<file path="src/design/ptrs_pkg.sv">
`timescale 1ns / 1ps
`default_nettype none
// ----------------------------------------------------------------------------
// Periodic task release scheduler package
// Shared types, codes and constants for the scheduler core and its units.
// ----------------------------------------------------------------------------
package ptrs_pkg;

  localparam int TaskSlotsDef = 8;

  localparam int IdxW     = 3;
  localparam int PeriodW  = 16;
  localparam int TickW    = 10;
  localparam int CntW16   = 16;
  localparam int CfgIdxW  = 1;
  localparam int CfgDataW = 10;

  // Divider: numerator 2*period_ms + d, denominator 2*d.
  localparam int NumW = 18;
  localparam int DenW = 11;

  typedef enum logic [CfgIdxW-1:0] {
    REG_RUNNING     = 1'd0,
    REG_TICK_PERIOD = 1'd1
  } ptrs_reg_e;

  typedef enum logic [1:0] {
    MODE_TICK = 2'd0,
    MODE_DONE = 2'd1,
    MODE_ADD  = 2'd2
  } ptrs_mode_e;

  typedef enum logic [1:0] {
    ST_UNUSED  = 2'd0,
    ST_READY   = 2'd1,
    ST_STARTED = 2'd2
  } slot_state_e;

  typedef enum logic [1:0] {
    TBL_NOP      = 2'd0,
    TBL_TICK     = 2'd1,
    TBL_COMPLETE = 2'd2,
    TBL_ADD      = 2'd3
  } tbl_op_e;

  typedef enum logic [2:0] {
    S_IDLE,
    S_WALK,
    S_FLUSH,
    S_DIV,
    S_RESULT
  } ptrs_state_e;

  typedef struct packed {
    tbl_op_e             op;
    logic [PeriodW-1:0]  period;
  } tbl_cmd_t;

  typedef struct packed {
    slot_state_e         state;
    logic                rel_hit;
    logic [CntW16-1:0]   overrun;
  } tbl_view_t;

  typedef struct packed {
    logic busy;
    logic done;
  } div_status_t;

endpackage
`default_nettype wire

</file>
<file path="src/design/ptrs_div.sv">
`timescale 1ns / 1ps
`default_nettype none
// ----------------------------------------------------------------------------
// Scheduler period divider
// Restoring divider that produces one quotient bit per cycle.
// ----------------------------------------------------------------------------
module ptrs_div (
  input  wire logic                      clk_i,
  input  wire logic                      rst_ni,
  input  wire logic                      start_i,
  input  wire logic [ptrs_pkg::NumW-1:0] num_i,
  input  wire logic [ptrs_pkg::DenW-1:0] den_i,
  output ptrs_pkg::div_status_t          status_o,
  output logic [ptrs_pkg::NumW-1:0]      quo_o
);
  import ptrs_pkg::*;

  localparam int StepW = $clog2(NumW);

  logic [StepW-1:0] cnt_q, cnt_d;
  logic             busy_q, busy_d;
  logic             done_q, done_d;
  logic [DenW-1:0]  rem_q, rem_d;
  logic [NumW-1:0]  acc_q, acc_d;
  logic [DenW-1:0]  den_q, den_d;
  logic [DenW:0]    trial;
  logic             ge;

  always_comb begin
    trial  = {rem_q, acc_q[NumW-1]};
    ge     = (trial >= {1'b0, den_q});
    cnt_d  = cnt_q;
    busy_d = busy_q;
    done_d = 1'b0;
    rem_d  = rem_q;
    acc_d  = acc_q;
    den_d  = den_q;
    if (start_i) begin
      cnt_d  = '0;
      busy_d = 1'b1;
      rem_d  = '0;
      acc_d  = num_i;
      den_d  = den_i;
    end else if (busy_q) begin
      rem_d = ge ? DenW'(trial - {1'b0, den_q}) : trial[DenW-1:0];
      acc_d = {acc_q[NumW-2:0], ge};
      cnt_d = cnt_q + StepW'(1);
      if (cnt_q == StepW'(NumW - 1)) begin
        busy_d = 1'b0;
        done_d = 1'b1;
      end
    end
  end

  always_ff @(posedge clk_i or negedge rst_ni) begin
    if (!rst_ni) begin
      busy_q <= 1'b0;
      done_q <= 1'b0;
      cnt_q  <= '0;
    end else begin
      busy_q <= busy_d;
      done_q <= done_d;
      cnt_q  <= cnt_d;
    end
  end

  always_ff @(posedge clk_i) begin
    rem_q <= rem_d;
    acc_q <= acc_d;
    den_q <= den_d;
  end

  assign status_o.busy = busy_q;
  assign status_o.done = done_q;
  assign quo_o         = acc_q;

endmodule
`default_nettype wire

</file>
<file path="src/design/ptrs_table.sv">
`timescale 1ns / 1ps
`default_nettype none
// ----------------------------------------------------------------------------
// Scheduler slot table
// Per-slot state and counters with a single-slot tick update unit.
// ----------------------------------------------------------------------------
module ptrs_table #(
  parameter int TASK_SLOTS = ptrs_pkg::TaskSlotsDef,
  localparam int SlotW = (TASK_SLOTS > 1) ? $clog2(TASK_SLOTS) : 1
) (
  input  wire logic             clk_i,
  input  wire logic             rst_ni,
  input  wire logic [SlotW-1:0] addr_i,
  input  ptrs_pkg::tbl_cmd_t    cmd_i,
  output ptrs_pkg::tbl_view_t   view_o
);
  import ptrs_pkg::*;

  localparam logic [CntW16-1:0] CntMax = '1;

  slot_state_e        status_q [TASK_SLOTS];
  logic [PeriodW-1:0] period_q [TASK_SLOTS];
  logic [CntW16-1:0]  elapsed_q [TASK_SLOTS];
  logic [CntW16-1:0]  overrun_q [TASK_SLOTS];

  slot_state_e       cur_state;
  logic [CntW16-1:0] cur_elapsed;
  logic [CntW16-1:0] elapsed_inc;
  logic [CntW16-1:0] overrun_inc;
  logic              rel_hit;

  always_comb begin
    cur_state   = status_q[addr_i];
    cur_elapsed = elapsed_q[addr_i];
    elapsed_inc = (cur_elapsed == CntMax) ? cur_elapsed : cur_elapsed + CntW16'(1);
    overrun_inc = (overrun_q[addr_i] == CntMax) ? CntMax
                                                : overrun_q[addr_i] + CntW16'(1);
    rel_hit     = (cur_state == ST_READY) && (elapsed_inc >= period_q[addr_i]);
  end

  assign view_o.state   = cur_state;
  assign view_o.rel_hit = rel_hit;
  assign view_o.overrun = overrun_q[addr_i];

  always_ff @(posedge clk_i or negedge rst_ni) begin
    if (!rst_ni) begin
      for (int i = 0; i < TASK_SLOTS; i++) begin
        status_q[i] <= ST_UNUSED;
      end
    end else begin
      unique case (cmd_i.op)
        TBL_TICK: begin
          if (rel_hit) begin
            status_q[addr_i] <= ST_STARTED;
          end
        end
        TBL_COMPLETE: status_q[addr_i] <= ST_READY;
        TBL_ADD:      status_q[addr_i] <= ST_READY;
        default: ;
      endcase
    end
  end

  always_ff @(posedge clk_i) begin
    unique case (cmd_i.op)
      TBL_TICK: begin
        if (rel_hit) begin
          elapsed_q[addr_i] <= '0;
          overrun_q[addr_i] <= CntW16'(1);
        end else if (cur_state == ST_READY) begin
          elapsed_q[addr_i] <= elapsed_inc;
        end else if (cur_state == ST_STARTED) begin
          overrun_q[addr_i] <= overrun_inc;
        end
      end
      TBL_ADD: begin
        period_q[addr_i]  <= cmd_i.period;
        elapsed_q[addr_i] <= '0;
      end
      default: ;
    endcase
  end

endmodule
`default_nettype wire

</file>
<file path="src/design/periodic_task_release_scheduler_core.sv">
`timescale 1ns / 1ps
`default_nettype none
// ----------------------------------------------------------------------------
// Periodic task release scheduler core
// Time-triggered table of periodic task slots driven by tick, complete and
// add requests.
// ----------------------------------------------------------------------------
// Requests arrive on the in_* channel (valid/stall) and results leave on the
// out_* channel (valid/stall) through an output register. One request is
// worked on at a time; in_stall_o is high until its work is finished.
// A tick request walks the slot table one slot per cycle unless a stalled
// output register holds a release, and yields one result per released slot,
// the final one flagged by out_last_o. A tick while stopped, or an unused
// mode, yields nothing.
// An accepted add request runs the period division in an iterative divider
// that produces one quotient bit per cycle; when it is done the new slot is
// written to the table, and the result state then loads the output register.
// A refused add and a complete request go straight to the result state.
// The configuration port writes running and tick_period_ms; the user must
// do so only while idle, and the block itself does not enforce it.
// Reset marks every slot unused, clears the slot count and stops the block.
// When the receiver stalls, the result is held in the output register and
// the walk or the request waits until the register can be reloaded.
// ----------------------------------------------------------------------------
module periodic_task_release_scheduler_core #(
  parameter int TASK_SLOTS = ptrs_pkg::TaskSlotsDef
) (
  input  wire logic                          clk_i,
  input  wire logic                          rst_ni,
  input  wire logic                          cfg_we_i,
  input  wire logic [ptrs_pkg::CfgIdxW-1:0]  cfg_index_i,
  input  wire logic [ptrs_pkg::CfgDataW-1:0] cfg_data_i,
  input  wire logic                          in_valid_i,
  output logic                               in_stall_o,
  input  wire logic [1:0]                    in_mode_i,
  input  wire logic [ptrs_pkg::IdxW-1:0]     in_task_index_i,
  input  wire logic [ptrs_pkg::PeriodW-1:0]  in_period_ms_i,
  output logic                               out_valid_o,
  input  wire logic                          out_stall_i,
  output logic                               out_released_o,
  output logic [ptrs_pkg::IdxW-1:0]          out_slot_o,
  output logic                               out_accepted_o,
  output logic [ptrs_pkg::CntW16-1:0]        out_overrun_ticks_o,
  output logic                               out_last_o
);
  import ptrs_pkg::*;

  localparam int SlotW  = (TASK_SLOTS > 1) ? $clog2(TASK_SLOTS) : 1;
  localparam int TotalW = $clog2(TASK_SLOTS + 1);

  ptrs_state_e        state_q, state_d;
  logic               running_q;
  logic [TickW-1:0]   tick_q;
  ptrs_mode_e         mode_q, mode_d;
  logic [IdxW-1:0]    idx_q, idx_d;
  logic               acc_q, acc_d;
  logic [TotalW-1:0]  total_q, total_d;
  logic [SlotW-1:0]   ptr_q, ptr_d;
  logic               pend_v_q, pend_v_d;
  logic [IdxW-1:0]    pend_slot_q, pend_slot_d;

  logic               out_v_q, out_v_d;
  logic               out_rel_q, out_rel_d;
  logic [IdxW-1:0]    out_slot_q, out_slot_d;
  logic               out_acc_q, out_acc_d;
  logic [CntW16-1:0]  out_ovr_q, out_ovr_d;
  logic               out_last_q, out_last_d;

  ptrs_mode_e         mode_in;
  logic               accept;
  logic               add_ok_in;
  logic               idx_ok_q;
  logic               out_free;
  logic               last_ptr;
  logic               walk_go;
  logic               res_acc;
  logic [TickW-1:0]   divisor;

  logic [SlotW-1:0]   tbl_addr;
  tbl_cmd_t           tbl_cmd;
  tbl_view_t          tbl_view;
  logic               div_start;
  logic [NumW-1:0]    div_num;
  logic [DenW-1:0]    div_den;
  div_status_t        div_stat;
  logic [NumW-1:0]    div_quo;

  assign mode_in    = ptrs_mode_e'(in_mode_i);
  assign in_stall_o = (state_q != S_IDLE);
  assign accept     = in_valid_i && (state_q == S_IDLE);
  assign add_ok_in  = (32'(total_q) < 32'(TASK_SLOTS)) &&
                      (32'(in_task_index_i) < 32'(TASK_SLOTS));
  assign idx_ok_q   = (32'(idx_q) < 32'(TASK_SLOTS));
  assign out_free   = !out_v_q || !out_stall_i;
  assign last_ptr   = (ptr_q == SlotW'(TASK_SLOTS - 1));
  assign walk_go    = !(tbl_view.rel_hit && pend_v_q && !out_free);
  assign res_acc    = (mode_q == MODE_DONE) ? (idx_ok_q && tbl_view.state != ST_UNUSED)
                                            : acc_q;

  assign divisor   = (tick_q == '0) ? TickW'(1) : tick_q;
  assign div_num   = {1'b0, in_period_ms_i, 1'b0} + NumW'(divisor);
  assign div_den   = {divisor, 1'b0};
  assign div_start = accept && (mode_in == MODE_ADD) && add_ok_in;

  ptrs_div u_div (
    .clk_i    (clk_i),
    .rst_ni   (rst_ni),
    .start_i  (div_start),
    .num_i    (div_num),
    .den_i    (div_den),
    .status_o (div_stat),
    .quo_o    (div_quo)
  );

  ptrs_table #(
    .TASK_SLOTS (TASK_SLOTS)
  ) u_table (
    .clk_i  (clk_i),
    .rst_ni (rst_ni),
    .addr_i (tbl_addr),
    .cmd_i  (tbl_cmd),
    .view_o (tbl_view)
  );

  always_comb begin
    state_d = state_q;
    unique case (state_q)
      S_IDLE: begin
        if (accept) begin
          unique case (mode_in)
            MODE_TICK: state_d = running_q ? S_WALK : S_IDLE;
            MODE_DONE: state_d = S_RESULT;
            MODE_ADD:  state_d = add_ok_in ? S_DIV : S_RESULT;
            default:   state_d = S_IDLE;
          endcase
        end
      end
      S_WALK: begin
        if (walk_go && last_ptr) begin
          state_d = S_FLUSH;
        end
      end
      S_FLUSH: begin
        if (!pend_v_q || out_free) begin
          state_d = S_IDLE;
        end
      end
      S_DIV: begin
        if (div_stat.done) begin
          state_d = S_RESULT;
        end
      end
      S_RESULT: begin
        if (out_free) begin
          state_d = S_IDLE;
        end
      end
      default: state_d = S_IDLE;
    endcase
  end

  always_comb begin
    mode_d         = mode_q;
    idx_d          = idx_q;
    acc_d          = acc_q;
    total_d        = total_q;
    ptr_d          = ptr_q;
    pend_v_d       = pend_v_q;
    pend_slot_d    = pend_slot_q;
    tbl_addr       = (state_q == S_WALK) ? ptr_q : SlotW'(idx_q);
    tbl_cmd.op     = TBL_NOP;
    tbl_cmd.period = (div_quo[NumW-1:PeriodW] != '0) ? '1 : div_quo[PeriodW-1:0];
    out_v_d        = out_v_q && out_stall_i;
    out_rel_d      = out_rel_q;
    out_slot_d     = out_slot_q;
    out_acc_d      = out_acc_q;
    out_ovr_d      = out_ovr_q;
    out_last_d     = out_last_q;

    unique case (state_q)
      S_IDLE: begin
        if (accept) begin
          mode_d   = mode_in;
          idx_d    = in_task_index_i;
          acc_d    = 1'b0;
          ptr_d    = '0;
          pend_v_d = 1'b0;
        end
      end
      S_WALK: begin
        if (walk_go) begin
          tbl_cmd.op = TBL_TICK;
          ptr_d      = ptr_q + SlotW'(1);
          if (tbl_view.rel_hit) begin
            if (pend_v_q) begin
              out_v_d    = 1'b1;
              out_rel_d  = 1'b1;
              out_slot_d = pend_slot_q;
              out_acc_d  = 1'b0;
              out_ovr_d  = '0;
              out_last_d = 1'b0;
            end
            pend_v_d    = 1'b1;
            pend_slot_d = IdxW'(ptr_q);
          end
        end
      end
      S_FLUSH: begin
        if (pend_v_q && out_free) begin
          out_v_d    = 1'b1;
          out_rel_d  = 1'b1;
          out_slot_d = pend_slot_q;
          out_acc_d  = 1'b0;
          out_ovr_d  = '0;
          out_last_d = 1'b1;
          pend_v_d   = 1'b0;
        end
      end
      S_DIV: begin
        if (div_stat.done) begin
          tbl_cmd.op = TBL_ADD;
          total_d    = total_q + TotalW'(1);
          acc_d      = 1'b1;
        end
      end
      S_RESULT: begin
        if (out_free) begin
          out_v_d    = 1'b1;
          out_rel_d  = 1'b0;
          out_slot_d = idx_q;
          out_acc_d  = res_acc;
          out_ovr_d  = (mode_q == MODE_DONE && res_acc) ? tbl_view.overrun : '0;
          out_last_d = 1'b1;
          if (mode_q == MODE_DONE && res_acc) begin
            tbl_cmd.op = TBL_COMPLETE;
          end
        end
      end
      default: ;
    endcase
  end

  always_ff @(posedge clk_i or negedge rst_ni) begin
    if (!rst_ni) begin
      state_q   <= S_IDLE;
      running_q <= 1'b0;
      tick_q    <= TickW'(1);
      total_q   <= '0;
      pend_v_q  <= 1'b0;
      out_v_q   <= 1'b0;
      ptr_q     <= '0;
      mode_q    <= MODE_TICK;
      acc_q     <= 1'b0;
    end else begin
      state_q  <= state_d;
      total_q  <= total_d;
      pend_v_q <= pend_v_d;
      out_v_q  <= out_v_d;
      ptr_q    <= ptr_d;
      mode_q   <= mode_d;
      acc_q    <= acc_d;
      if (cfg_we_i) begin
        unique case (ptrs_reg_e'(cfg_index_i))
          REG_RUNNING:     running_q <= cfg_data_i[0];
          REG_TICK_PERIOD: tick_q    <= cfg_data_i[TickW-1:0];
          default: ;
        endcase
      end
    end
  end

  always_ff @(posedge clk_i) begin
    idx_q       <= idx_d;
    pend_slot_q <= pend_slot_d;
    out_rel_q   <= out_rel_d;
    out_slot_q  <= out_slot_d;
    out_acc_q   <= out_acc_d;
    out_ovr_q   <= out_ovr_d;
    out_last_q  <= out_last_d;
  end

  assign out_valid_o         = out_v_q;
  assign out_released_o      = out_rel_q;
  assign out_slot_o          = out_slot_q;
  assign out_accepted_o      = out_acc_q;
  assign out_overrun_ticks_o = out_ovr_q;
  assign out_last_o          = out_last_q;

  assert property (@(posedge clk_i) disable iff (!rst_ni)
    (state_q == S_IDLE) |-> !pend_v_q)
    else $error("Pending release left over after a tick walk.");

  assert property (@(posedge clk_i) disable iff (!rst_ni)
    (state_q == S_DIV && div_stat.done) |=> (state_q == S_RESULT && acc_q))
    else $error("Divider completion did not lead to an accepted add result.");

  assert property (@(posedge clk_i) disable iff (!rst_ni)
    32'(total_q) <= 32'(TASK_SLOTS))
    else $error("Registered slot count exceeds the table size.");

  assert property (@(posedge clk_i) disable iff (!rst_ni)
    (state_q == S_WALK && !walk_go) |=> (state_q == S_WALK && $stable(ptr_q)))
    else $error("Tick walk advanced while a release could not be handed on.");

endmodule
`default_nettype wire
</file>
<file path="config.mk">
export PLATFORM = sky130hd
export DESIGN_NAME = periodic_task_release_scheduler_core
export DESIGN_NICKNAME = d
export VERILOG_FILES = /design/src/design/ptrs_pkg.sv /design/src/design/ptrs_div.sv /design/src/design/ptrs_table.sv /design/src/design/periodic_task_release_scheduler_core.sv
export SDC_FILE = /design/constraint.sdc
export NUM_CORES = 1
export LEC_CHECK = 0
export ABC_CLOCK_PERIOD_IN_PS = 16400
export BUFFER_PORTS_ARGS = -buffer_cell sky130_fd_sc_hd__buf_4
export CORE_ASPECT_RATIO = 1.4
export CORE_MARGIN = 4
export CORE_UTILIZATION = 55
export CTS_CLUSTER_SIZE = 20
export DETAILED_ROUTE_END_ITERATION = 8
export MAX_ROUTING_LAYER = met4
export PLACE_DENSITY = 0.73
export SETUP_SLACK_MARGIN = 0.5
export SYNTH_ARGS = -nofsm -noshare
export SYNTH_HDL_FRONTEND = slang
export SYNTH_SLANG_ARGS = --single-unit
</file>
<file path="constraint.sdc">
create_clock -name clk_i -period 16.4 [get_ports clk_i]
set_input_delay 1.64 -clock clk_i [delete_from_list [all_inputs] [get_ports clk_i]]
set_output_delay 1.64 -clock clk_i [all_outputs]
set_load 0.01 [all_outputs]
</file>
==> results of run 1 <==
==> logic make-up after synthesis <==
kind of cell	after synthesis	share of synthesized area, %
buffers and inverters	146	2.60
adder cells (fa/ha/maj)	44	2.44
multiplexers	129	6.03
XOR/XNOR	42	1.59
AO/OA/AOI/OAI	423	12.8
AND/OR/NAND/NOR	502	11.3
flip-flops	500	63.2
==> cells in the final DEF, fill, tap and decap left out, drive strengths merged, types with 13 or more instances in the layout <==
| cell | instances |
|---|---|
| and2 | 21 |
| o22ai | 26 |
| nor3b | 16 |
| mux2i | 85 |
| ha | 42 |
| inv | 43 |
| a22o | 13 |
| nand3 | 31 |
| nor2b | 31 |
| a21oi | 90 |
| or3 | 25 |
| clkinv | 21 |
| buf | 108 |
| nand4 | 16 |
| nor2 | 103 |
| clkbuf | 54 |
| a211oi | 21 |
| nor3 | 27 |
| nand2 | 138 |
| xnor2 | 24 |
| xor2 | 18 |
| nand2b | 31 |
| dfrtp | 48 |
| o21ai | 67 |
| a22oi | 74 |
| edfxtp | 440 |
| and4 | 16 |
| mux2 | 42 |
==> registers in the layout, summed over array words and instances (netlist names), 2 cells and up, named ones only <==
| signal | count |
|---|---|
| u_table.elapsed_q | 128 |
| u_table.overrun_q | 128 |
| u_table.period_q | 128 |
| u_div.quo_o | 18 |
| out_overrun_ticks_o | 16 |
| u_div.rem_q | 11 |
| tick_q | 10 |
| u_div.den_q | 10 |
| u_div.cnt_q | 5 |
| total_q | 4 |
| idx_q | 3 |
| out_slot_o | 3 |
| pend_slot_q | 3 |
| ptr_q | 3 |
| state_q | 3 |
| mode_q | 2 |
==> final cells by class <==
type / instances / area [um^2] / area share [%]
tap: 540 / 676 / 2.63
clock inverter: 31 / 256 / 0.997
multi-input combinational: 1140 / 7970 / 31.0
timing repair buffer: 108 / 811 / 3.15
clock buffer: 54 / 1190 / 4.63
inverter: 41 / 154 / 0.598
sequential: 500 / 14700 / 57.0
==> metal layers <==
metal	part of all wire, %	track usage (%)
met1	36	30.6
met2	51	46.0
met3	6.6	3.58
met4	5.8	14.1
met5	0	-
==> power by group through the flow <==
stage          registers [mW]  clock network [mW]  logic, mW
5_1_grt                  1.66                1.09       1.73
4_1_cts                  1.65                1.04       1.59
3_3_place_gp             1.67                   0       1.54
3_5_place_dp             1.68                   0       1.58
6_report                 1.65                1.03       1.60
2_1_floorplan            1.64                   0       1.11
==> path summary, 6_finish.rpt <==
| path | from | to | slack, ns | depth (start not counted) |
|---|---|---|---|---|
| max in group asynchronous | rst_ni | ptr_q[0] | 14.85 | 1 |
| worst min-delay path | mode_q[0] | mode_q[0] | 0.48 | 2 |
| min in group asynchronous | rst_ni | running_q | 1.08 | 1 |
| worst max-delay path | state_q[0] | u_table.elapsed_q[5][0] | 7.74 | 22 |
| worst min register to register | mode_q[0] | mode_q[0] | 0.48 | 2 |
| worst max register to register | state_q[0] | u_table.elapsed_q[5][0] | 7.74 | 22 |
==> stage by stage <==
step | std cells | utilization, % | power [mW] | hold WS [ns] | setup slack [ns]
3_5_place_dp | 2329 | 58.6 | 3.26 | 0.463 | 7.84
4_1_cts | 2414 | 62.1 | 4.28 | 0.478 | 7.80
6_report | 2414 | 62.1 | 4.28 | 0.476 | 7.74
2_1_floorplan | 1786 | - | 2.76 | 0.442 | 9.79
3_3_place_gp | 2329 | 58.6 | 3.22 | 0.460 | 7.87
5_1_grt | 2414 | 62.1 | 4.49 | 0.497 | 7.17
==> critical path, delay by kind of cell (launching register included) <==
family	cells	cell delay, ns
DFF	1	0.59
AOI/OAI and AO/OA	7	2.58
muxes	2	0.82
buffers and inverters	3	1.15
and+or+nand+nor	7	2.36
adders and majority gates	2	0.61
xor gates and xnor gates	1	0.21
==> results by stage, run 1 <==
Status:
- The flow ran to the end, and the final reports show no timing, DRC or antenna violations.

Place:
- The count of port buffers added during placement is 60.
- After detailed placement, the total cell area comes to 24300 um^2.
- The half-perimeter wire length after detailed placement is 41.0 mm.
- Routability-driven placement finished with a final weighted congestion of 0.913.

Synthesis:
- The synthesized design contains 440 enable-type register cells.
- Averaged over all synthesized cells, the footprint is 13.0 um^2.
- The commonest cells after synthesis are sky130_fd_sc_hd__edfxtp_1, sky130_fd_sc_hd__nand2_1, sky130_fd_sc_hd__nor2_1.
- The synthesized netlist occupies a cell area of 23200 um^2.
- After synthesis, the share of flip-flops with an asynchronous set or reset is 9.80%.
- Counting distinct cell types in the post-synthesis netlist gives 89.
- The warning count from the yosys run is 0.
- Sorting the synthesized cells by area gives the leading types as sky130_fd_sc_hd__edfxtp_1, sky130_fd_sc_hd__dfrtp_1, sky130_fd_sc_hd__mux2i_1, sky130_fd_sc_hd__a22oi_1, sky130_fd_sc_hd__ha_1.
- sky130_fd_sc_hd__edfxtp_1 is the most common cell in the netlist.
- The post-synthesis net count is 1867.
- The synthesized flop and latch total is 500.
- The area share of the largest cell type after synthesis is 57.0%.
- The instance count of the mapped netlist is 1786.
- The commonest register cell after synthesis is sky130_fd_sc_hd__edfxtp_1.
- Of all cell types, the one taking the most synthesized area is sky130_fd_sc_hd__edfxtp_1.
- The register area share after synthesis is 63.2%.

Power:
- Combinational logic burns 37.4% of the power.
- The switching share of power is 37.0%.
- Power spread over the standard cell area amounts to 167 nW/um^2.
- The static leakage is 9.18 nW.
- Cell internal power was estimated by the tool at 2.70 mW.
- The clock network burns 24.0% of the power.
- The worst IR drop on VDD is 0.0997 mV.
- The power share of the sequential group is 38.6%.
- In this run the power spent charging and discharging nets is 1.59 mW.

Setup path:
- The cell that appears most often on the critical path is sky130_fd_sc_hd__buf_4.
- Walking the worst path, the cells encountered are nor3b_4 -> buf_4 -> buf_4 -> mux2_2 -> mux2i_1 -> a222oi_1 -> ha_1 -> nand2_1 -> nor4_4 -> nand2_2 -> xnor2_1 -> ha_1 -> nand2b_1 -> a211oi_1 -> o21ai_0 -> a221o_1 -> a211o_1 -> and2_1 -> a31oi_1 -> o22ai_1 -> nor2_1 -> buf_4.
- The critical-path cell with the highest stage delay is sky130_fd_sc_hd__a222oi_1.
- The largest driver fanout on the critical path is 33.
- The class of the most critical setup path is reg2reg.
- STA puts the critical path data arrival time at 8.94 ns.
- The worst setup path is captured at a flop.
- For the worst setup path, the data required time is 16.68 ns.
- The worst setup path is launched from a flop.
- The highest cell delay on the worst timing path is 0.73 ns.

GRT:
- The total overflow left after global routing is 0.
- The via count of the first global-routing pass is 15700.
- The number of antenna violations at the first check in global routing is 0.
- The first global-routing pass estimated 91.6 mm of wire.
- Global routing used 26.8% of the available tracks across all layers.
- Entering global routing, the biggest net connects 61 pins.

Cells and area:
- The area of all placed cells without fillers is 25700 um^2.
- The post-route netlist has 14.0% of its cells at a drive strength greater than 1.
- The number of fillers in the final layout is 3203.
- The number of diodes added for antenna fixing is 0.
- In the final design database the tool counted 1918 nets.
- Relative to the synthesized area, the layout overhead comes to 10.9%.

Timing:
- After layout, the minimum clock period comes to 8.66 ns.
- For this run, the top clock speed supported by timing is 0.116 GHz.
- After layout, the worst path uses 52.8% of the clock period.
- Summed over all failing endpoints, the final setup total negative slack is 0 ns.
- Setup violations remaining at the end of the flow were counted as 0.
- Clock skew on the completed layout was measured at 0.0303 ns.
- In this run the tightest slew margin relative to its limit is 20.7%.
- The number of failing hold endpoints at the final stage is 0.
- The final count of pins violating max slew is 0.
- The transition time of the tightest slew-check pin is 1.19 ns.
- Setup repair after global routing left no endpoint under its margin.

Route:
- After detailed routing, the number of vias per cell comes to 6.51.
- The routed wire length is 60.4 mm.
- The number of vias after detailed routing is 15700.
- The count of nets left with antenna violations once routing finished came out at 0.
- The number of remaining DRC errors is 0.
- For this run, the detailed router's first-pass iteration total came to 6.
- The average detailed-routed wire length per instance is 25.0 um.
- The number of DRC violations after detailed-routing iteration 0 is 1589.

Floorplanning:
- Measured along the x axis, the die boundary spans 182 um.
- The floorplan step defined a die boundary enclosing 45600 um^2.
- The number of standard-cell rows in the floorplan is 88.
- The core outline area is 41400 um^2.
- Once the floorplan was initialized, standard cells occupied 56.0% of the core.
- The die outline height is 251 um.
- The top-level I/O count is 61.

Clock network:
- At the later pin of the worst-skew pair, clock insertion delay measures 0.58 ns.
- TritonCTS built the clock tree.
- The setup fix buffers added after clock tree synthesis is 0.
- Clock-pin slew was measured on the worst setup and hold paths at 0.06 ns.
- The clock passes through at most 3 buffers.
- After clock tree synthesis, the repair step resized 0 gates.
- The root buffer cell chosen for the clock tree is sky130_fd_sc_hd__clkbuf_16.
- The TritonCTS sink count is 500.
- The H-tree generated during clock tree synthesis spans 2 levels.
- The number of buffers inserted for hold repair after clock tree synthesis is 0.
- Buffers inserted during clock tree synthesis total 46.

Min path:
- The path class of the tightest hold or removal check is reg2reg.

Run:
- Across the run, the number of max-cap violations was 0.
No activity file was read; power rests on OpenSTA's default activity.
==> run 2: changes to the inputs <==
--- a/config.mk
+++ b/config.mk
@@ -5,7 +5,8 @@
 export SDC_FILE = /design/constraint.sdc
 export NUM_CORES = 1
 export LEC_CHECK = 0
-export ABC_CLOCK_PERIOD_IN_PS = 16400
+export ABC_AREA = 1
+export ABC_CLOCK_PERIOD_IN_PS = 8640
 export BUFFER_PORTS_ARGS = -buffer_cell sky130_fd_sc_hd__buf_4
 export CORE_ASPECT_RATIO = 1.4
 export CORE_MARGIN = 4
==> constraint.sdc (replaced) <==
create_clock -name clk_i -period 8.64 [get_ports clk_i]
set_input_delay 0.864 -clock clk_i [delete_from_list [all_inputs] [get_ports clk_i]]
set_output_delay 0.864 -clock clk_i [all_outputs]
set_load 0.01 [all_outputs]
==> results by stage, run 2 <==
Status:
- The flow ran to the end, and the final reports show no timing, DRC or antenna violations.

Setup path:
- The destination of the critical timing path is u_table.elapsed_q[3][0].
- The depth of the most critical reg-to-reg path came to 19 (-14%).
- The sort of element at the start of the critical path is a flop.
- The highest cell delay on the worst timing path is 0.71 ns (-0.02 ns).
- The reg-to-reg critical path startpoint is state_q[0].
- The largest driver fanout on the critical path is 82 (+150%).
- The kind of cell with the highest combined delay along the critical path is simple AND/OR/NAND/NOR gates.
- The data arrival time of the critical path is 7.17 ns (-1.77 ns).
- STA classifies the critical path endpoint as a flop.
- The cell that appears most often on the critical path is sky130_fd_sc_hd__nand3_1.
- The critical path goes through nand3_4 -> nand2_4 -> nand2_4 -> nand3_1 -> clkinv_1 -> a22o_1 -> a221oi_1 -> nand4_1 -> inv_1 -> ha_1 -> a21oi_1 -> o21ai_0 -> a21oi_1 -> nand3_1 -> nand3b_1 -> nand3_1 -> inv_1 -> nor2_1 -> buf_4.
- The endpoint identified for the worst register-to-register timing path is u_table.elapsed_q[3][0].
- The critical path is of the reg2reg type.
- For this design, the slowest cell found on the critical path is sky130_fd_sc_hd__nand3b_1.
- Tracing the worst setup path back leads to its startpoint at state_q[0].
- The data required time of the critical path was 8.89 ns (-7.79 ns).
- The reg2reg setup slack is 1.72 ns (-6.02 ns).
- The worst path buffer plus inverter count is 4 (+1).
- The logic depth of the worst path, buffers included is 19 (-14%).

Clock network:
- The insertion delay of the later-clocked pin in the worst-skew pair came to 0.58 ns (about the same).
- The number of buffers created by CTS is 46 (unchanged).
- The buffer levels on the longest clock path is 3 (unchanged).
- The number of cells upsized or downsized after cts came to 0 (unchanged).
- The CTS tree is built.
- The count of H-tree levels built during CTS was 2 (unchanged).
- The number of buffers inserted for hold repair after clock tree synthesis came to 0 (unchanged).
- The setup fix buffers added after clock tree synthesis is 0 (unchanged).
- The clock-pin slew of the registers on the worst-case setup and hold paths came to 0.06 ns (about the same).
- The master cell of the clock root buffer is sky130_fd_sc_hd__clkbuf_16.
- The TritonCTS sink count is 500 (unchanged).

GRT:
- The number of antenna violations at the first check in global routing is 0 (unchanged).
- The pin count of the biggest net entering global routing is 83 (+36%).
- The total congestion overflow is 0 (unchanged).
- The first-pass GRT wire length came to 85.9 mm (-6.2%).
- The aggregate global-route resource usage is 24.4% (-2.3 points).
- The via count of the first global-routing pass is 16000 (+2.1%).

Floorplanning:
- The chip width was 182 um (+0.17%).
- The core outline area is 41500 um^2 (+0.27%).
- The die outline height was 251 um (+0.18%).
- The total die area is 45700 um^2 (+0.35%).
- The top-level I/O count is 61 (unchanged).
- The number of standard-cell rows in the floorplan is 88 (unchanged).
- The initial cell density of the core is 56.1% (about the same).

Timing:
- The summed negative setup slack over all endpoints was 0 ns (unchanged).
- The final count of pins violating max slew is 0 (unchanged).
- The maximum clock frequency is 0.144 GHz (+25%).
- The worst slew margin relative to its limit was 30.3% (+9.6 points).
- The number of failing hold endpoints at the final stage came to 0 (unchanged).
- The ratio of final minimum period to clock period is 80.1% (+27 points).
- The transition time of the tightest slew-check pin is 1.04 ns (-0.148 ns).
- Setup repair after global routing left no endpoint under its margin.
- The final critical path time including I/O delays and setup was 6.92 ns (-1.74 ns).
- The worst setup skew after layout is 0.0240 ns (-0.00631 ns).
- The total setup violations reported at the end of the flow is 0 (unchanged).

Synthesis:
- The number of enable-type register cells in the synthesized netlist is 440 (unchanged).
- The library cell occupying the most area in the post-synthesis netlist is sky130_fd_sc_hd__edfxtp_1.
- Counting instances in the post-synthesis netlist gives the leading cell types as sky130_fd_sc_hd__nand2_1, sky130_fd_sc_hd__edfxtp_1, sky130_fd_sc_hd__inv_1.
- The instance count of the mapped netlist came to 2336 (+31%).
- The register area share after synthesis is 63.0% (-0.23 points).
- The area share of the largest cell type after synthesis came to 56.8% (-0.21 points).
- The mean area per synthesized cell is 9.96 um^2 (-23%).
- The synthesized flop and latch total was 500 (unchanged).
- For this run, the leading register cell type out of synthesis is sky130_fd_sc_hd__edfxtp_1.
- The post-synthesis net count is 2417 (+29%).
- The warning count from the yosys run is 0 (unchanged).
- By area the synthesized netlist is led by sky130_fd_sc_hd__edfxtp_1, sky130_fd_sc_hd__nand2_1, sky130_fd_sc_hd__dfrtp_1, sky130_fd_sc_hd__inv_1, sky130_fd_sc_hd__nand3_1.
- The fraction of registers with async set/reset was 9.80% (unchanged).
- The total standard cell area after synthesis is 23300 um^2 (+0.36%).
- The count of cell types in the netlist was 52 (-42%).
- The library cell with the highest instance count after synthesis is sky130_fd_sc_hd__nand2_1.

Route:
- The routed length on met2 is 28.5 mm (-8.2%).
- The number of vias after detailed routing is 16500 (+5.0%).
- The count of nets left with antenna violations after detail routing is 0 (unchanged).
- The number of DRC violations after detailed-routing iteration 0 is 1612 (+1.4%).
- The number of remaining DRC errors is 0 (unchanged).
- The highest layer touched by signal routing is met4.
- The met3 wire length is 3.24 mm (-19%).
- The number of detailed-routing iterations run before antenna repair came to 6 (unchanged).
- The routed wire length is 55.0 mm (-8.9%).
- The via count normalized by instance count is 5.55 (-15%).
- The routed metal-1 wirelength is 20.6 mm (-5.6%).
- The average detailed-routed wire length per instance was 18.5 um (-26%).

Power:
- The worst IR drop on VDD is 0.176 mV (+76%).
- The static leakage came to 11.4 nW (+25%).
- The proportion of power drawn by the clock network is 28.0% (+4.0 points).
- The total net switching power came to 2.34 mW (+48%).
- The power share of the combinational group came to 28.5% (-8.9 points).
- The switching share of power is 33.9% (-3.1 points).
- The power density over the cells was 270 nW/um^2 (+62%).
- The total power is 6.92 mW (+61%).
- The power share of the sequential group was 43.5% (+4.9 points).
- The internal power is 4.57 mW (+70%).

Cells and area:
- The area overhead of the layout relative to synthesis is 10.2%.
- The largest registers in the layout are u_table.elapsed_q: 128 flops, u_table.overrun_q: 128 flops, u_table.period_q: 128 flops.
- Leaving out fill and tap cells, the most frequent cells in the layout are sky130_fd_sc_hd__nand2_1, sky130_fd_sc_hd__edfxtp_1, sky130_fd_sc_hd__inv_1.
- The number of nets in the final layout was 2479 (+29%).
- The proportion of layout cells with a drive suffix above 1 came to 8.75% (-5.2 points).
- The number of diodes added for antenna fixing is 0 (unchanged).
- Leaving out fill and tap cells, the most frequent cell in the layout is sky130_fd_sc_hd__nand2_1.

Min path:
- The type of the most critical hold path is in2async.

Place:
- The final weighted congestion in routability-driven placement is 0.899 (-1.5%).
- The half-perimeter wire length after detailed placement is 36.0 mm (-12%).
- The count of port buffers added during placement is 60 (unchanged).

Run:
- The number of max-capacitance violations reported is 0 (unchanged).
-- run 2: layer usage --
layer | global-route usage [%] | vias up
li1 | - | 7848
met1 | 28.6 | 7849
met2 | 42.7 | 634
met3 | 2.75 | 164
met4 | 10.6 | 0
met5 | - | -
-- run 2: per-stage QoR --
step | setup WS (ns) | utilization [%] | instance area [um^2] | instances | hold slack, ns
4_1_cts | 1.81 | 61.8 | 25600 | 2973 | 0.318
2_1_floorplan | 3.24 | - | 23300 | 2336 | 0.429
3_5_place_dp | 1.85 | 58.3 | 24200 | 2890 | 0.459
5_1_grt | 1.21 | 61.8 | 25600 | 2973 | 0.341
3_3_place_gp | 1.95 | 58.3 | 24200 | 2890 | 0.448
6_report | 1.72 | 61.8 | 25600 | 2973 | 0.312
-- run 2: how the worst min path moves through the flow --
stage	end	slack [ns]	cells after the start
6_report	u_div.cnt_q[1]	0.31	1
2_1_floorplan	u_div.rem_q[10]	0.43	2
5_1_grt	u_div.cnt_q[1]	0.34	1
4_1_cts	asynchronous set/reset pin	0.32	1
3_3_place_gp	u_div.rem_q[10]	0.45	2
3_5_place_dp	u_div.rem_q[10]	0.46	2
-- run 2: cell type report --
| type | count | area, um^2 |
|---|---|---|
| tap | 540 | 676 |
| inverter | 265 | 995 |
| clock inverter | 18 | 148 |
| clock buffer | 65 | 1270 |
| fill | 3272 | 15900 |
| timing repair buffer | 99 | 743 |
| sequential | 500 | 14700 |
| multi-input combinational | 1486 | 7140 |
-- run 2: power groups by stage --
stage | Clock (mW) | Sequential (mW) | Combinational [mW]
floorplan | 0 | 3.04 | 1.40
global placement | 0 | 3.05 | 1.91
detailed placement | 0 | 3.06 | 1.95
CTS | 1.96 | 3.01 | 1.97
global route | 2.06 | 3.03 | 2.20
finish | 1.94 | 3.01 | 1.97
-- run 2: cell families after synthesis --
| group | count (synthesis) | share of synthesized area, % |
|---|---|---|
| AOI/OAI and AO/OA | 207 | 5.50 |
| adders and majority gates | 44 | 2.43 |
| buffers and inverters | 350 | 6.40 |
| muxes | 8 | 0.387 |
| DFF | 500 | 63.0 |
| and+or+nand+nor | 1192 | 21.0 |
| xor gates and xnor gates | 35 | 1.32 |
-- run 2: worst register-to-register path, delay by kind of cell (launching register included) --
kind | cells | cell delay [ns]
buffers and inverters | 4 | 1.20
flip-flops | 1 | 0.53
adder cells (fa/ha/maj) | 1 | 0.24
AO/OA/AOI/OAI | 5 | 1.10
AND/OR/NAND/NOR | 9 | 3.51
==> run 3: changes to the inputs <==
--- a/config.mk
+++ b/config.mk
@@ -6,7 +6,7 @@
 export NUM_CORES = 1
 export LEC_CHECK = 0
 export ABC_AREA = 1
-export ABC_CLOCK_PERIOD_IN_PS = 8640
+export ABC_CLOCK_PERIOD_IN_PS = 6800
 export BUFFER_PORTS_ARGS = -buffer_cell sky130_fd_sc_hd__buf_4
 export CORE_ASPECT_RATIO = 1.4
 export CORE_MARGIN = 4
==> constraint.sdc (replaced) <==
create_clock -name clk_i -period 6.8 [get_ports clk_i]
set_input_delay 0.68 -clock clk_i [delete_from_list [all_inputs] [get_ports clk_i]]
set_output_delay 0.68 -clock clk_i [all_outputs]
set_load 0.01 [all_outputs]
==> results by stage, run 3 (synthesis gave the netlist of run 2 again) <==
Power:
- The worst IR drop on VDD is 0.278 mV (+58%).
- The internal power came to 5.84 mW (+28%).
- The power share of the sequential group came to 43.3% (-0.2 points).
- The power density over the cells is 342 nW/um^2 (+27%).
- The static leakage is 11.5 nW (+0.94%).
- The switching share of power is 33.8% (-0.11 points).
- The total net switching power is 2.97 mW (+27%).
- The proportion of power drawn by the clock network came to 27.9% (about the same).
- The power share of the combinational group was 28.8% (+0.3 points).

Cells and area:
- The utilization after layout was 62.1% (+0.37 points).
- Leaving out fill and tap cells, the most frequent cells in the layout are sky130_fd_sc_hd__nand2_1, sky130_fd_sc_hd__edfxtp_1, sky130_fd_sc_hd__inv_1.
- In the final layout, the registers with the most flip-flops are u_table.elapsed_q: 128 flops, u_table.overrun_q: 128 flops, u_table.period_q: 128 flops.
- The proportion of layout cells with a drive suffix above 1 is 9.70% (+0.94 points).
- The number of diodes added for antenna fixing was 0 (unchanged).
- The area of all placed cells without fillers is 25800 um^2 (+0.60%).
- The most common library cell in the layout ignoring fill and taps is sky130_fd_sc_hd__nand2_1.
- The number of nets in the final layout came to 2500 (+0.85%).
- The final non-filler cell total is 2994 (+0.71%).
- The area overhead of the layout relative to synthesis is 10.8%.

GRT:
- The layer with the highest usage after global routing is met2.
- The pin count of the biggest net entering global routing is 68 (-18%).
- The via count of the first global-routing pass is 16500 (+2.9%).
- The global routing met3 resource utilization is 2.97% (+0.22 points).
- The first-pass GRT wire length was 85.5 mm (-0.40%).
- The aggregate global-route resource usage was 24.1% (-0.38 points).
- The total congestion overflow came to 0 (unchanged).
- The global routing usage on met1 is 28.4% (-0.18 points).
- The routing usage on met2 was 41.8% (-0.82 points).
- The number of antenna violations at the first check in global routing is 0 (unchanged).

Setup path:
- By instance count, the cell type seen most on the critical path is sky130_fd_sc_hd__nand2_1.
- The data required time of the critical path was 7.08 ns (-1.81 ns).
- The data arrival time of the critical path is 6.12 ns (-1.05 ns).
- STA classifies the critical path endpoint as a flop.
- The critical path's top delay family is simple AND/OR/NAND/NOR gates.
- The largest driver fanout on the critical path is 40 (-51%).
- The critical-path cell with the highest stage delay is sky130_fd_sc_hd__nand2_4.
- The reg2reg setup slack came to 0.96 ns (-0.76 ns).
- STA classifies the critical path startpoint as a flop.
- The highest cell delay on the worst timing path was 0.58 ns (-0.13 ns).
- The worst path buffer plus inverter count is 3 (-1).
- By startpoint and endpoint, the worst setup path is classified as reg2reg.

Timing:
- The worst setup skew after layout is 0.0252 ns (+0.00127 ns).
- The final critical path time including I/O delays and setup was 5.84 ns (-1.08 ns).
- The summed negative setup slack over all endpoints was 0 ns (unchanged).
- The transition time of the tightest slew-check pin is 0.981 ns (-0.0609 ns).
- The number of failing hold endpoints at the final stage came to 0 (unchanged).
- The worst slew margin relative to its limit is 34.4% (+4.1 points).
- The ratio of final minimum period to clock period is 85.8% (+5.7 points).
- Setup repair after global routing left no endpoint under its margin.
- The final count of pins violating max slew was 0 (unchanged).
- The maximum clock frequency is 0.171 GHz (+19%).
- The total setup violations reported at the end of the flow was 0 (unchanged).

Route:
- The count of nets left with antenna violations after detail routing is 0 (unchanged).
- The number of DRC violations after detailed-routing iteration 0 came to 1719 (+6.6%).
- The number of vias after detailed routing is 16600 (+0.53%).
- The via count normalized by instance count came to 5.54 (-0.18%).
- The routed wire length is 54.1 mm (-1.7%).
- The number of remaining DRC errors is 0 (unchanged).
- The average detailed-routed wire length per instance is 18.1 um (-2.3%).
- The number of detailed-routing iterations run before antenna repair is 7 (+1).

Floorplanning:
- The total die area was 45700 um^2 (unchanged).
- The core outline area was 41500 um^2 (unchanged).
- The die outline height came to 251 um (unchanged).
- The initial cell density of the core was 56.1% (unchanged).
- The chip width came to 182 um (unchanged).
- The top-level I/O count is 61 (unchanged).
- The number of standard-cell rows in the floorplan is 88 (unchanged).

Clock network:
- The insertion delay of the later-clocked pin in the worst-skew pair is 0.57 ns (about the same).
- The buffer levels on the longest clock path is 3 (unchanged).
- The number of buffers created by CTS is 45 (-2.2%).
- The TritonCTS sink count was 500 (unchanged).
- The setup fix buffers added after clock tree synthesis is 0 (unchanged).
- The clock-pin slew of the registers on the worst-case setup and hold paths is 0.06 ns (about the same).
- The master cell of the clock root buffer is sky130_fd_sc_hd__clkbuf_16.
- The count of H-tree levels built during CTS is 2 (unchanged).
- The CTS tree is built.

Place:
- The final weighted congestion in routability-driven placement came to 0.940 (+4.5%).
- The half-perimeter wire length after detailed placement is 35.4 mm (-1.6%).
- The count of port buffers added during placement is 60 (unchanged).
- The cell area after placement is 24400 um^2 (+0.68%).
- The instance count after placement with tap cells included is 2912 (+0.76%).

Status:
- The run finished with clean final reports.

Run:
- The number of max-capacitance violations reported is 0 (unchanged).

Min path:
- The min-delay analysis places its worst path in the category in2async.
==> run 3: cell types whose count changed in the layout (fill, tap and decap cells not counted), sizes merged <==
| cell | previous run | this run |
|---|---|---|
| clkinv | 22 | 26 |
| buf | 99 | 121 |
| clkbuf | 65 | 57 |
| clkinvlp | 0 | 1 |
| bufinv | 2 | 4 |
==> run 3: worst register-to-register path, cell delays in order, from the launching register on <==
cell                       delay, ns
sky130_fd_sc_hd__dfrtp_1        0.53
sky130_fd_sc_hd__nand4_1        0.41
sky130_fd_sc_hd__nand2_4        0.58
sky130_fd_sc_hd__nor2_1         0.12
sky130_fd_sc_hd__o21ai_1        0.13
sky130_fd_sc_hd__nand2_1        0.07
sky130_fd_sc_hd__nand2_1        0.06
sky130_fd_sc_hd__nand2_1        0.10
sky130_fd_sc_hd__inv_1          0.11
sky130_fd_sc_hd__ha_1           0.26
sky130_fd_sc_hd__nand2_1        0.09
sky130_fd_sc_hd__nor2_2         0.22
sky130_fd_sc_hd__nand2_4        0.25
sky130_fd_sc_hd__o21ai_1        0.34
sky130_fd_sc_hd__inv_1          0.08
sky130_fd_sc_hd__ha_1           0.32
sky130_fd_sc_hd__a21oi_1        0.15
sky130_fd_sc_hd__o21ai_0        0.09
sky130_fd_sc_hd__nand2_1        0.06
sky130_fd_sc_hd__o211ai_1       0.07
sky130_fd_sc_hd__nand2_1        0.06
sky130_fd_sc_hd__nand3_1        0.24
sky130_fd_sc_hd__nand3_2        0.19
sky130_fd_sc_hd__o21ai_1        0.10
sky130_fd_sc_hd__nor2_2         0.23
sky130_fd_sc_hd__inv_2          0.15
sky130_fd_sc_hd__a21oi_1        0.53
==> run 3: final timing paths <==
check                                    from                      end  cells past startpoint
setup reg to reg                   state_q[0]  u_table.overrun_q[2][3]                     26
max in group asynchronous              rst_ni                tick_q[9]                      1
min in group clk_i         in_task_index_i[2]                 idx_q[2]                      1
hold reg to reg                          flop                     flop                      2
hold / removal                         rst_ni           u_div.cnt_q[1]                      1
setup / recovery                   state_q[0]  u_table.overrun_q[2][3]                     26
==> run 3: power groups by stage <==
stage	sequential [mW]	combinational, mW	clock (mW)
3_5_place_dp	3.88	2.51	0
6_report	3.82	2.54	2.46
3_3_place_gp	3.87	2.45	0
5_1_grt	3.84	2.82	2.62
2_1_floorplan	3.87	1.79	0
4_1_cts	3.82	2.53	2.49
==> run 3: repair_timing <==
| item | in CTS | in global routing |
|---|---|---|
| gates resized for setup | 0 | 1 |
| endpoints found under the setup margin | 0 | 376 |
| hold buffers | 0 | 0 |
==> run 3: stage by stage <==
step	setup slack (ns)	hold WS (ns)	power, mW
floorplan	1.40	0.384	5.65
global placement	1.06	0.444	6.32
detailed placement	0.894	0.461	6.39
CTS	0.811	0.154	8.84
global route	0.547	0.172	9.28
finish	0.963	0.135	8.81
==> run 3: cell type report <==
type / instances / area [um^2]
Multi-Input combinational cell: 1486 / 7150
Clock buffer: 57 / 1180
Sequential cell: 500 / 14700
Fill cell: 3241 / 15700
Tap cell: 540 / 676
Inverter: 265 / 995
Clock inverter: 25 / 224
Timing Repair Buffer: 121 / 908
==> run 3: routing by layer <==
metal / share of wire (%) / routed length [um]
met1: 38 / 20800
met3: 5.9 / 3200
met5: 0 / 0
met2: 51 / 27800
met4: 4.4 / 2380
